## src/design/rab_pkg.sv

```systemverilog
package rab_pkg;

  // Dividend is |bound - origin| (33 bits) shifted left by 16.
  localparam int unsigned NumBits = 33;
  localparam int unsigned DenBits = 32;
  localparam int unsigned DivBits = NumBits + 16;
  localparam int unsigned QuoBits = DivBits + 1;
  localparam int unsigned ThrBits = 17;

  localparam logic signed [QuoBits-1:0] TLimit = QuoBits'(64'sh7FFF_FFFF);

  typedef struct packed {
    logic signed [31:0] origin_x;
    logic signed [31:0] origin_y;
    logic signed [31:0] dir_x;
    logic signed [31:0] dir_y;
    logic signed [31:0] box_min_x;
    logic signed [31:0] box_min_y;
    logic signed [31:0] box_max_x;
    logic signed [31:0] box_max_y;
  } rab_in_t;

  typedef struct packed {
    logic               hit;
    logic [30:0]        t_entry;
    logic signed [31:0] hit_x;
    logic signed [31:0] hit_y;
  } rab_out_t;

  // Per-ray data that travels beside the divider lanes.
  typedef struct packed {
    logic signed [31:0] o_x;
    logic signed [31:0] o_y;
    logic signed [31:0] d_x;
    logic signed [31:0] d_y;
    logic               par_x;
    logic               par_y;
    logic               pmiss_x;
    logic               pmiss_y;
  } rab_side_t;

  // Result of the merge stage.
  typedef struct packed {
    logic               hit;
    logic [30:0]        tmin;
    logic signed [31:0] o_x;
    logic signed [31:0] o_y;
    logic signed [31:0] d_x;
    logic signed [31:0] d_y;
  } rab_mrg_t;

endpackage

```

## src/design/rab_merge.sv

```systemverilog
module rab_merge (
  input  logic                               clk_i,
  input  logic                               en_i,
  input  rab_pkg::rab_side_t                 side_i,
  input  logic signed [rab_pkg::QuoBits-1:0] q_lo_x_i,
  input  logic signed [rab_pkg::QuoBits-1:0] q_hi_x_i,
  input  logic signed [rab_pkg::QuoBits-1:0] q_lo_y_i,
  input  logic signed [rab_pkg::QuoBits-1:0] q_hi_y_i,
  output rab_pkg::rab_mrg_t                  mrg_o
);

  localparam int unsigned W = rab_pkg::QuoBits;

  rab_pkg::rab_mrg_t mrg_d, mrg_q;

  always_comb begin
    logic signed [W-1:0] t1x, t2x, t1y, t2y;
    logic signed [W-1:0] tminx, tmaxx, tminy, tmaxy, tmin, tmax;
    t1x = (q_lo_x_i > q_hi_x_i) ? q_hi_x_i : q_lo_x_i;
    t2x = (q_lo_x_i > q_hi_x_i) ? q_lo_x_i : q_hi_x_i;
    t1y = (q_lo_y_i > q_hi_y_i) ? q_hi_y_i : q_lo_y_i;
    t2y = (q_lo_y_i > q_hi_y_i) ? q_lo_y_i : q_hi_y_i;
    // Parallel axes leave the interval open.
    tminx = (side_i.par_x || t1x < 0) ? '0 : t1x;
    tmaxx = (side_i.par_x || t2x > rab_pkg::TLimit) ? rab_pkg::TLimit : t2x;
    tminy = (side_i.par_y || t1y < 0) ? '0 : t1y;
    tmaxy = (side_i.par_y || t2y > rab_pkg::TLimit) ? rab_pkg::TLimit : t2y;
    tmin  = (tminx > tminy) ? tminx : tminy;
    tmax  = (tmaxx < tmaxy) ? tmaxx : tmaxy;
    mrg_d.hit  = !side_i.pmiss_x && !side_i.pmiss_y && (tmin <= tmax);
    mrg_d.tmin = tmin[30:0];
    mrg_d.o_x  = side_i.o_x;
    mrg_d.o_y  = side_i.o_y;
    mrg_d.d_x  = side_i.d_x;
    mrg_d.d_y  = side_i.d_y;
  end

  always_ff @(posedge clk_i) begin
    if (en_i) begin
      mrg_q <= mrg_d;
    end
  end

  assign mrg_o = mrg_q;

endmodule
```

## config.mk

```make
export PLATFORM = sky130hd
export DESIGN_NAME = rab_merge
export DESIGN_NICKNAME = d
export VERILOG_FILES = /design/src/design/rab_pkg.sv /design/src/design/rab_merge.sv
export SDC_FILE = /design/constraint.sdc
export NUM_CORES = 1
export LEC_CHECK = 0
export BUFFER_PORTS_ARGS = -buffer_cell sky130_fd_sc_hd__buf_2
export CORE_AREA = 2 2 191 193
export CTS_BUF_LIST = sky130_fd_sc_hd__clkbuf_4 sky130_fd_sc_hd__clkbuf_8 sky130_fd_sc_hd__clkbuf_16
export CTS_CLUSTER_DIAMETER = 100
export DETAILED_ROUTE_END_ITERATION = 10
export DIE_AREA = 0 0 193 195
export GPL_ROUTABILITY_DRIVEN = 0
export GPL_TIMING_DRIVEN = 1
export PLACE_DENSITY = 0.82
export SLEW_MARGIN = 10
export SYNTH_ARGS = -nofsm -noshare
export SYNTH_HDL_FRONTEND = slang
export SYNTH_SLANG_ARGS = --single-unit
```

## constraint.sdc

```tcl
create_clock -name clk_i -period 24.2 [get_ports clk_i]
set_clock_uncertainty 0.2 [all_clocks]
set_input_delay 4.84 -clock clk_i [delete_from_list [all_inputs] [get_ports clk_i]]
set_output_delay 4.84 -clock clk_i [all_outputs]
set_load 0.02 [all_outputs]
```

### Yosys cells after proc, flatten, opt, wreduce, memory -nomap -nowiden

Cells that the tools add are included.

| operators by class | value |
|---|---|
| magnitude comparators | 9 |
| mux-type cells | 10 |
| reduce and logical (&&, ||, !) cells | 8 |

Operator list:

| kind | number |
|---|---|
| 50-bit 2-to-1 mux | 10 |
| 50-bit greater-than comparator | 3 |
| 50-bit by 32-bit greater-than comparator with 1-bit output (second input constant) | 2 |
| 50-bit by 1-bit less-than comparator with 1-bit output (second input constant) | 2 |
| 50-bit less-or-equal comparator | 1 |
| 50-bit less-than comparator | 1 |
| 1-bit logical OR | 4 |
| 1-bit logical AND | 2 |
| 1-bit zero test | 2 |

| word-level totals | value |
|---|---|
| flip-flop bits (word level) | 160 |
| input bits | 334 |
| output and inout bits | 160 |

### Depth between registers and ports, before layout

Gate-level depths: netlist of run 1.

| depth | value |
|---|---|
| word-level depth | 9 |
| depth in mapped cells | 46 |
| gate-level depth less buffers | 41 |

### Worst setup path before layout of run 1

OpenSTA, ideal clock, no wires.

| timing path | value |
|---|---|
| path kind | input-to-reg |
| start | input q_hi_y_i[49] (netlist name) |
| end | register mrg_q, in the netlist mrg_o[159], data pin |
| library setup time | 0.195 ns |
| data arrival time | 12.493 ns |
| required time | 23.805 ns |
| slack | 11.312 ns |
| cell stages on the path | 46 |
| cells stage by stage | inv_1 -> ha_1 -> clkbuf_1 -> nand2_1 -> nor2_1 -> a211oi_1 -> o21ai_1 -> or2_2 -> nor2_1 -> o21a_1 -> buf_2 -> clkbuf_1 -> clkbuf_1 -> nand2_1 -> a21oi_1 -> inv_1 -> ha_1 -> nand4_1 -> [... 10 more ...] -> nor3_1 -> a21oi_1 -> buf_2 -> o211ai_1 -> ha_1 -> nor2b_1 -> o21a_1 -> o21a_1 -> o21ai_0 -> nand2b_1 -> a21oi_1 -> nor2_1 -> a211oi_1 -> o21a_1 -> o2111ai_1 -> o211ai_1 -> nand4_1 -> o311ai_0 |

RTL lines:

| item | RTL line | RTL |
|---|---|---|
| from (decl) | rab_merge.sv:8 | `input logic signed [rab_pkg::QuoBits-1:0] q_hi_y_i,` |
| to (signal assigned) | rab_merge.sv:40 | `mrg_q <= mrg_d;` |
| to (decl) | rab_merge.sv:14 | `rab_pkg::rab_mrg_t mrg_d, mrg_q;` |

==> results of run 1 <==
## report_power, final
part           switching, W  total (W)  internal [W]
Combinational      0.000411   0.000626      0.000215
Sequential       0.00000818   0.000342      0.000334
Clock              0.000131   0.000270      0.000139
## cells by family (layout without fill, tap and decap cells)
| group | after synthesis | after routing | share of synthesized area (%) |
|---|---|---|---|
| AOI/OAI and AO/OA | 582 | 582 | 23.0 |
| buffers and inverters | 284 | 725 | 6.84 |
| other | 2 | 27 | 0.0454 |
| adders and majority gates | 247 | 247 | 18.7 |
| xor gates and xnor gates | 1 | 1 | 0.0529 |
| DFF | 160 | 160 | 29.0 |
| and+or+nand+nor | 665 | 665 | 18.1 |
| muxes | 63 | 63 | 4.27 |
## worst paths after layout
kind	start	endpoint	slack, ps	cells after the start
max	q_hi_x_i[49]	mrg_o[159]$_DFFE_PP_	7700	38
min	side_i[25]	mrg_o[21]$_DFFE_PP_	4380	1
## stage by stage
stage	std cells	util, %	hold slack [ps]	setup WS, ps	instance area, um^2
3_3_place_gp	2875	54.5	4820	8320	19300
5_1_grt	2923	56.2	4360	7210	19900
2_1_floorplan	2005	-	4740	11310	16500
3_5_place_dp	2875	54.5	4820	7820	19300
4_1_cts	2907	56.1	4360	8250	19900
6_report	2931	56.3	4380	7700	19900
## routing by layer
metal  wire length (um)  part of all wire (%)  vias to the layer above  global-route usage (%)
met1              24400                    35                     8446                    41.3
met4               5780                   8.2                       12                    26.2
met2              32400                    46                     1376                    59.0
met3               7860                    11                      341                    9.20
li1                   -                     -                     8200                       -
met5                 80                  0.11                        -                       0
## placed cells by master, fill, tap and decap left out, types with 5 or more instances in the layout
master / instances
sky130_fd_sc_hd__nand4_1: 56
sky130_fd_sc_hd__buf_4: 15
sky130_fd_sc_hd__edfxtp_1: 160
sky130_fd_sc_hd__nor4_1: 30
sky130_fd_sc_hd__nand2b_1: 11
sky130_fd_sc_hd__ha_1: 247
sky130_fd_sc_hd__o21a_1: 12
sky130_fd_sc_hd__o21ai_1: 25
sky130_fd_sc_hd__buf_2: 492
sky130_fd_sc_hd__nor2b_1: 17
sky130_fd_sc_hd__clkbuf_16: 17
sky130_fd_sc_hd__and2_1: 12
sky130_fd_sc_hd__nor2_1: 189
sky130_fd_sc_hd__o211ai_1: 52
sky130_fd_sc_hd__a21oi_1: 247
sky130_fd_sc_hd__nand2_1: 287
sky130_fd_sc_hd__a211oi_1: 34
sky130_fd_sc_hd__mux2_2: 50
sky130_fd_sc_hd__inv_8: 8
sky130_fd_sc_hd__a21o_1: 47
sky130_fd_sc_hd__a211o_1: 5
sky130_fd_sc_hd__a221oi_1: 12
sky130_fd_sc_hd__o21ai_0: 60
sky130_fd_sc_hd__diode_2: 24
sky130_fd_sc_hd__or4_1: 5
sky130_fd_sc_hd__nand3_1: 15
sky130_fd_sc_hd__nor3_1: 17
sky130_fd_sc_hd__a221o_1: 7
sky130_fd_sc_hd__a21boi_0: 22
sky130_fd_sc_hd__mux2i_1: 9
sky130_fd_sc_hd__a221oi_2: 10
sky130_fd_sc_hd__inv_1: 185
## final cells by class
| class | instances | area (um^2) | area share (%) |
|---|---|---|---|
| multi-input cells | 1561 | 10600 | 53.3 |
| flip-flops and latches | 160 | 4800 | 24.1 |
| repair buffers | 508 | 2590 | 13.0 |
| inverters | 185 | 694 | 3.48 |
| well taps | 461 | 577 | 2.89 |
| clock buffers | 17 | 425 | 2.13 |
| clock inverters | 15 | 158 | 0.791 |
| diodes | 24 | 60.1 | 0.301 |
## critical path, delay by kind of cell
kind | cells | cell delay [ps]
simple gates | 14 | 4440
buf+inv | 3 | 1050
compound gates | 16 | 3790
mux | 2 | 1200
fa+ha+maj | 3 | 1080
==> report_table.html, run 1 <==
<table>
<tr><th>Metric</th><th>Value</th></tr>
<tr><th colspan="2">Clocking</th></tr>
<tr><td>Clk sink count</td><td>160</td></tr>
<tr><td>Number of clock buffers inserted by TritonCTS</td><td>17</td></tr>
<tr><td>Total setup buffers inserted after CTS</td><td>0</td></tr>
<tr><td>H-tree levels</td><td>4</td></tr>
<tr><td>Hold buffer count at cts</td><td>0</td></tr>
<tr><td>TritonCTS clock tree</td><td>built</td></tr>
<tr><td>Post-cts repair resize count</td><td>0</td></tr>
<tr><td>Clock slew at the register clock pins of the worst setup and hold paths</td><td>80 ps</td></tr>
<tr><td>Root Buffer</td><td>sky130_fd_sc_hd__clkbuf_16</td></tr>
<tr><td>Buffer levels on the longest clock path</td><td>2</td></tr>
<tr><th colspan="2">Placed design</th></tr>
<tr><td>IO Port Bufs</td><td>493</td></tr>
<tr><td>Post-DP HPWL</td><td>57000 um</td></tr>
<tr><th colspan="2">STA</th></tr>
<tr><td>Achievable frequency</td><td>60.6 MHz</td></tr>
<tr><td>Period utilization</td><td>68.2%</td></tr>
<tr><td>Final Setup Violations</td><td>0</td></tr>
<tr><td>Final Critical Period</td><td>16500 ps</td></tr>
<tr><td>Final hold violation count</td><td>0</td></tr>
<tr><td>Worst relative slew slack</td><td>19.5%</td></tr>
<tr><td>Slew at the pin closest to its max-slew limit</td><td>1200 ps</td></tr>
<tr><td>RSZ-0062 raised after global routing</td><td>no</td></tr>
<tr><td>Accumulated negative setup slack</td><td>0 ps</td></tr>
<tr><td>Number of max-slew violations in the final report</td><td>0</td></tr>
<tr><th colspan="2">Critical path</th></tr>
<tr><td>Highest cell delay on the worst timing path</td><td>1030 ps</td></tr>
<tr><td>Crit Path Max Fanout</td><td>82</td></tr>
<tr><td>Startpoint kind of the worst setup timing path</td><td>input port</td></tr>
<tr><td>Required time at the worst-slack endpoint</td><td>24210 ps</td></tr>
<tr><td>CP endpoint kind</td><td>flip-flop</td></tr>
<tr><td>Data arrival time of the worst path</td><td>16510 ps</td></tr>
<tr><td>Library cell contributing the largest single delay on the critical path</td><td>sky130_fd_sc_hd__nor4_1</td></tr>
<tr><td>Worst Setup Path Type</td><td>input port to flip-flop</td></tr>
<tr><th colspan="2">Floorplan</th></tr>
<tr><td>I/O pin total</td><td>494</td></tr>
<tr><td>Site Rows</td><td>69</td></tr>
<tr><td>Core Region</td><td>35400 um^2</td></tr>
<tr><td>Width of the die</td><td>193 um</td></tr>
<tr><td>Die area</td><td>37600 um^2</td></tr>
<tr><td>Initial core utilization</td><td>46.7%</td></tr>
<tr><td>Die outline height</td><td>195 um</td></tr>
<tr><th colspan="2">Drt</th></tr>
<tr><td>First-pass iteration count of the detailed router</td><td>8</td></tr>
<tr><td>Iter 0 DRT Violations</td><td>2274</td></tr>
<tr><td>WL per Instance</td><td>24.1 um</td></tr>
<tr><td>Count of vias placed by the detailed router</td><td>18375</td></tr>
<tr><td>Final Routed Wirelength</td><td>70500 um</td></tr>
<tr><td>Final antenna-violating net count</td><td>0</td></tr>
<tr><td>Number of vias per cell</td><td>6.27</td></tr>
<tr><td>DRC viols</td><td>0</td></tr>
<tr><th colspan="2">Power</th></tr>
<tr><td>VDD IR-drop max</td><td>0.0543 mV</td></tr>
<tr><td>Static leakage power</td><td>9.23 nW</td></tr>
<tr><td>Overall power consumption</td><td>0.00124 W</td></tr>
<tr><td>Pwr Density</td><td>62.2 nW/um^2</td></tr>
<tr><th colspan="2">Synth</th></tr>
<tr><td>Cell area after synthesis</td><td>16500 um^2</td></tr>
<tr><td>Distinct cell type count of the synthesized netlist</td><td>81</td></tr>
<tr><td>Top post-synthesis cells by area</td><td>sky130_fd_sc_hd__edfxtp_1 (29%), sky130_fd_sc_hd__ha_1 (19%), sky130_fd_sc_hd__a21oi_1 (7.5%)</td></tr>
<tr><td>Post-synthesis instance total</td><td>2004</td></tr>
<tr><td>Sequential-to-total area share from yosys stat</td><td>29.0%</td></tr>
<tr><td>Flip-flop and latch count after synthesis</td><td>160</td></tr>
<tr><td>Synth Area per Inst</td><td>8.26 um^2</td></tr>
<tr><td>Most numerous cell in the Yosys netlist</td><td>sky130_fd_sc_hd__nand2_1</td></tr>
<tr><td>Primary flip-flop cell chosen by synthesis mapping</td><td>sky130_fd_sc_hd__edfxtp_1</td></tr>
<tr><td>Number of enable flip-flop cells after synthesis</td><td>160</td></tr>
<tr><td>Async set or reset register ratio after synthesis</td><td>0%</td></tr>
<tr><td>Most used standard cells in the synthesized netlist</td><td>sky130_fd_sc_hd__nand2_1 (287), sky130_fd_sc_hd__a21oi_1 (247), sky130_fd_sc_hd__ha_1 (247)</td></tr>
<tr><td>Yosys warnings</td><td>0</td></tr>
<tr><td>Largest area contributor in the netlist</td><td>sky130_fd_sc_hd__edfxtp_1</td></tr>
<tr><td>Yosys top cell area share</td><td>29.0%</td></tr>
<tr><th colspan="2">Status</th></tr>
<tr><td>Result of the run</td><td>finished clean</td></tr>
<tr><th colspan="2">Global route</th></tr>
<tr><td>Pin count of the biggest net entering global routing</td><td>90</td></tr>
<tr><td>Number of global-route vias before repair</td><td>17361</td></tr>
<tr><td>Total global routing track utilization</td><td>36.3%</td></tr>
<tr><td>Overflow left after global routing</td><td>0</td></tr>
<tr><td>Global-route wire length before repair</td><td>103000 um</td></tr>
<tr><td>Initial antenna violation count</td><td>32</td></tr>
<tr><th colspan="2">Layout</th></tr>
<tr><td>Number of filler instances in the final layout</td><td>3262</td></tr>
<tr><td>Flip-flop count of the largest register, all copies and words added</td><td>160</td></tr>
<tr><td>Fraction of layout cells with a size suffix above 1</td><td>25.6%</td></tr>
<tr><td>Signed area change from the synthesized netlist to the final layout</td><td>20.5%</td></tr>
<tr><td>Number of nets in the layout</td><td>3014</td></tr>
<tr><th colspan="2">Hold path</th></tr>
<tr><td>Min-Delay Path Class</td><td>input port to flip-flop</td></tr>
<tr><th colspan="2">Job</th></tr>
<tr><td>Number of max-capacitance violations reported</td><td>0</td></tr>
</table>
No activity file was read; power rests on OpenSTA's default activity.
==> run 2: changes to the inputs <==
ABC_AREA = 1   (was not set)
CORE_AREA = 2 2 192 194   (was 2 2 191 193)
DIE_AREA = 0 0 194 196   (was 0 0 193 195)
PLACE_DENSITY = 0.79   (was 0.82)
clock period = 17 ns   (was 24.2 ns; I/O delays follow)
==> run 2 against run 1 <==
Highest routed layer unchanged. Cell area fell by 4.3%. Hold slack got worse by 1500 ps. First-iteration DRC count fell by 29%.
==> report_table.html, run 2 <==
<table>
<tr><th>Metric</th><th>Value</th></tr>
<tr><th colspan="2">STA</th></tr>
<tr><td>Final Setup Violations</td><td>0 (unchanged)</td></tr>
<tr><td>Worst relative slew slack</td><td>36.8% (was 19.5%)</td></tr>
<tr><td>Period utilization</td><td>75.1%</td></tr>
<tr><td>Accumulated negative setup slack</td><td>0 ps (unchanged)</td></tr>
<tr><td>Slew at the pin closest to its max-slew limit</td><td>947 ps (was 1200 ps)</td></tr>
<tr><td>Number of max-slew violations in the final report</td><td>0 (unchanged)</td></tr>
<tr><td>Final Critical Period</td><td>12770 ps</td></tr>
<tr><td>Achievable frequency</td><td>78.3 MHz</td></tr>
<tr><td>Final hold violation count</td><td>0 (unchanged)</td></tr>
<tr><td>RSZ-0062 raised after global routing</td><td>no (unchanged)</td></tr>
<tr><td>Setup slack of the critical path after layout</td><td>4230 ps (was 7700 ps)</td></tr>
<tr><th colspan="2">Clocking</th></tr>
<tr><td>Total setup buffers inserted after CTS</td><td>0 (unchanged)</td></tr>
<tr><td>Hold buffer count at cts</td><td>0 (unchanged)</td></tr>
<tr><td>Number of clock buffers inserted by TritonCTS</td><td>17 (unchanged)</td></tr>
<tr><td>Post-cts repair resize count</td><td>0 (unchanged)</td></tr>
<tr><td>Root Buffer</td><td>sky130_fd_sc_hd__clkbuf_16 (unchanged)</td></tr>
<tr><td>Clock slew at the register clock pins of the worst setup and hold paths</td><td>80 ps (about the same)</td></tr>
<tr><td>Buffer levels on the longest clock path</td><td>2 (unchanged)</td></tr>
<tr><td>H-tree levels</td><td>4 (unchanged)</td></tr>
<tr><td>TritonCTS clock tree</td><td>built (unchanged)</td></tr>
<tr><td>Clk sink count</td><td>160 (unchanged)</td></tr>
<tr><th colspan="2">Critical path</th></tr>
<tr><td>Startpoint kind of the worst setup timing path</td><td>input port (unchanged)</td></tr>
<tr><td>Highest cell delay on the worst timing path</td><td>810 ps (was 1030 ps)</td></tr>
<tr><td>Worst Setup Path Type</td><td>input port to flip-flop (unchanged)</td></tr>
<tr><td>Most frequent cell on the critical path</td><td>sky130_fd_sc_hd__a21oi_1</td></tr>
<tr><td>Data arrival time of the worst path</td><td>12870 ps (was 16510 ps)</td></tr>
<tr><td>Crit Path Max Fanout</td><td>64 (was 82)</td></tr>
<tr><td>Startpoint of the most critical setup path</td><td>q_hi_y_i[17] (was q_hi_x_i[49])</td></tr>
<tr><td>CP endpoint kind</td><td>flip-flop (unchanged)</td></tr>
<tr><td>Library cell contributing the largest single delay on the critical path</td><td>sky130_fd_sc_hd__inv_2 (was sky130_fd_sc_hd__nor4_1)</td></tr>
<tr><td>Required time at the worst-slack endpoint</td><td>17100 ps (was 24210 ps)</td></tr>
<tr><th colspan="2">Layout</th></tr>
<tr><td>Fraction of layout cells with a size suffix above 1</td><td>22.7% (was 25.6%)</td></tr>
<tr><td>Flip-flop count of the largest register, all copies and words added</td><td>160 (unchanged)</td></tr>
<tr><td>Most common cell after layout, fill and taps aside</td><td>sky130_fd_sc_hd__nand2_1 (was sky130_fd_sc_hd__buf_2)</td></tr>
<tr><td>Number of nets in the layout</td><td>3142 (was 3014)</td></tr>
<tr><td>Leading cell types in the layout, fill and taps excluded</td><td>sky130_fd_sc_hd__nand2_1 (599), sky130_fd_sc_hd__buf_2 (492), sky130_fd_sc_hd__ha_1 (247), sky130_fd_sc_hd__inv_1 (206), sky130_fd_sc_hd__o21ai_0 (178) (was sky130_fd_sc_hd__buf_2 (492), sky130_fd_sc_hd__nand2_1 (287), sky130_fd_sc_hd__a21oi_1 (247), sky130_fd_sc_hd__ha_1 (247), sky130_fd_sc_hd__nor2_1 (189))</td></tr>
<tr><td>Final Util</td><td>52.9% (was 56.3%)</td></tr>
<tr><td>Final cell count without fillers</td><td>3046 (was 2931)</td></tr>
<tr><td>Signed area change from the synthesized netlist to the final layout</td><td>20.6% (was 20.5%)</td></tr>
<tr><th colspan="2">Placed design</th></tr>
<tr><td>Setup slack at placement</td><td>4130 ps (was 7820 ps)</td></tr>
<tr><td>Number of placed instances, taps included</td><td>3010 (was 2875)</td></tr>
<tr><td>IO Port Bufs</td><td>493 (unchanged)</td></tr>
<tr><td>Post-DP HPWL</td><td>51200 um (was 57000 um)</td></tr>
<tr><th colspan="2">Hold path</th></tr>
<tr><td>Min-Delay Path Class</td><td>input port to flip-flop (unchanged)</td></tr>
<tr><td>Hold_sp</td><td>side_i[8] (was side_i[25])</td></tr>
<tr><th colspan="2">Power</th></tr>
<tr><td>Overall power consumption</td><td>0.00175 W (was 0.00124 W)</td></tr>
<tr><td>VDD IR-drop max</td><td>0.106 mV (was 0.0543 mV)</td></tr>
<tr><td>Static leakage power</td><td>9.70 nW (was 9.23 nW)</td></tr>
<tr><td>Pwr Density</td><td>91.5 nW/um^2 (was 62.2 nW/um^2)</td></tr>
<tr><th colspan="2">Floorplan</th></tr>
<tr><td>Core Region</td><td>36100 um^2 (was 35400 um^2)</td></tr>
<tr><td>I/O pin total</td><td>494 (unchanged)</td></tr>
<tr><td>Initial core utilization</td><td>43.8% (was 46.7%)</td></tr>
<tr><td>Site Rows</td><td>70 (was 69)</td></tr>
<tr><td>Die area</td><td>38000 um^2 (was 37600 um^2)</td></tr>
<tr><td>Width of the die</td><td>194 um (was 193 um)</td></tr>
<tr><td>Die outline height</td><td>196 um (was 195 um)</td></tr>
<tr><th colspan="2">Drt</th></tr>
<tr><td>DRC viols</td><td>0 (unchanged)</td></tr>
<tr><td>WL per Instance</td><td>20.2 um (was 24.1 um)</td></tr>
<tr><td>Final Routed Wirelength</td><td>61500 um (was 70500 um)</td></tr>
<tr><td>Iter 0 DRT Violations</td><td>1625 (was 2274)</td></tr>
<tr><td>Count of vias placed by the detailed router</td><td>16986 (was 18375)</td></tr>
<tr><td>Final antenna-violating net count</td><td>0 (unchanged)</td></tr>
<tr><td>Number of vias per cell</td><td>5.58 (was 6.27)</td></tr>
<tr><td>First-pass iteration count of the detailed router</td><td>7 (was 8)</td></tr>
<tr><th colspan="2">Synth</th></tr>
<tr><td>Post-synthesis instance total</td><td>2129 (was 2004)</td></tr>
<tr><td>Primary flip-flop cell chosen by synthesis mapping</td><td>sky130_fd_sc_hd__edfxtp_1 (unchanged)</td></tr>
<tr><td>Cell area after synthesis</td><td>15800 um^2 (was 16500 um^2)</td></tr>
<tr><td>Top post-synthesis cells by area</td><td>sky130_fd_sc_hd__edfxtp_1 (30%), sky130_fd_sc_hd__ha_1 (20%), sky130_fd_sc_hd__nand2_1 (14%) (was sky130_fd_sc_hd__edfxtp_1 (29%), sky130_fd_sc_hd__ha_1 (19%), sky130_fd_sc_hd__a21oi_1 (7.5%))</td></tr>
<tr><td>Number of enable flip-flop cells after synthesis</td><td>160 (unchanged)</td></tr>
<tr><td>Yosys warnings</td><td>0 (unchanged)</td></tr>
<tr><td>Distinct cell type count of the synthesized netlist</td><td>49 (was 81)</td></tr>
<tr><td>Largest area contributor in the netlist</td><td>sky130_fd_sc_hd__edfxtp_1 (unchanged)</td></tr>
<tr><td>Flip-flop and latch count after synthesis</td><td>160 (unchanged)</td></tr>
<tr><td>Most numerous cell in the Yosys netlist</td><td>sky130_fd_sc_hd__nand2_1 (unchanged)</td></tr>
<tr><td>Async set or reset register ratio after synthesis</td><td>0% (unchanged)</td></tr>
<tr><td>Synth Area per Inst</td><td>7.43 um^2 (was 8.26 um^2)</td></tr>
<tr><td>Yosys top cell area share</td><td>30.4% (was 29.0%)</td></tr>
<tr><td>Sequential-to-total area share from yosys stat</td><td>30.4% (was 29.0%)</td></tr>
<tr><td>Most used standard cells in the synthesized netlist</td><td>sky130_fd_sc_hd__nand2_1 (599), sky130_fd_sc_hd__ha_1 (247), sky130_fd_sc_hd__inv_1 (207) (was sky130_fd_sc_hd__nand2_1 (287), sky130_fd_sc_hd__a21oi_1 (247), sky130_fd_sc_hd__ha_1 (247))</td></tr>
<tr><th colspan="2">Job</th></tr>
<tr><td>Number of max-capacitance violations reported</td><td>0 (unchanged)</td></tr>
<tr><th colspan="2">Global route</th></tr>
<tr><td>Global-route wire length before repair</td><td>91100 um (was 103000 um)</td></tr>
<tr><td>Number of global-route vias before repair</td><td>16273 (was 17361)</td></tr>
<tr><td>Total global routing track utilization</td><td>31.4% (was 36.3%)</td></tr>
<tr><td>Overflow left after global routing</td><td>0 (unchanged)</td></tr>
<tr><td>Initial antenna violation count</td><td>7 (was 32)</td></tr>
<tr><td>Pin count of the biggest net entering global routing</td><td>99 (was 90)</td></tr>
<tr><th colspan="2">Status</th></tr>
<tr><td>Result of the run</td><td>finished clean (unchanged)</td></tr>
</table>
## run 2: cell types whose count changed in the layout (fill, tap and decap cells not counted), sizes merged, moves of 21 or more
| cell | delta |
|---|---|
| mux2 | -51 |
| nand3 | +111 |
| nand4 | -27 |
| a21o | -36 |
| a21oi | -130 |
| inv | +24 |
| a221oi | -21 |
| a21boi | -22 |
| nand2 | +321 |
| a211oi | -28 |
| nand3b | +29 |
| o21ai | +106 |
## run 2: through the flow
step | hold slack [ps] | cell area, um^2
after floorplan | 3300 | 15800
after detailed placement | 3380 | 18500
final | 2920 | 19100
after global routing | 2900 | 19100
after global placement | 3380 | 18500
after CTS | 2890 | 19100
## run 2: power breakdown
group          switching (W)  total (W)  internal (W)
clock               0.000193   0.000390      0.000197
sequential         0.0000150   0.000494      0.000479
combinational       0.000580   0.000861      0.000281
## run 2: kinds of logic after synthesis
family	share of synthesized area (%)
and+or+nand+nor	28.2
AOI/OAI and AO/OA	13.7
buffers and inverters	8.13
adders and majority gates	19.5
DFF	30.4
other	0.0475
## run 2: critical path, delay by kind of cell
kind | cells | cell delay, ps
and+or+nand+nor | 21 | 4050
AOI/OAI and AO/OA | 17 | 2540
buffers and inverters | 6 | 1870
adders and majority gates | 3 | 990
## run 2: path summary, 6_finish.rpt
path	end	slack [ps]	cells past startpoint
hold / removal	mrg_o[4]$_DFFE_PP_	2920	1
setup / recovery	mrg_o[159]$_DFFE_PP_	4230	47
## run 2: final cells by class
class                   count  area (um^2)
diodes                      4         10.0
clock buffers              17          425
clock inverters            15          164
fillers                  3561        17000
inverters                 212          798
multi-input cells        1666         9730
flip-flops and latches    160         4800
well taps                 468          586
repair buffers            504         2560
## run 2: layer usage
layer	GRT usage, %	up-vias	part of all wire [%]
met4	13.4	6	3.9
met3	5.29	140	7.6
met1	37.7	7878	39
met2	55.6	830	50
met5	0	-	0.075
li1	-	8132	-
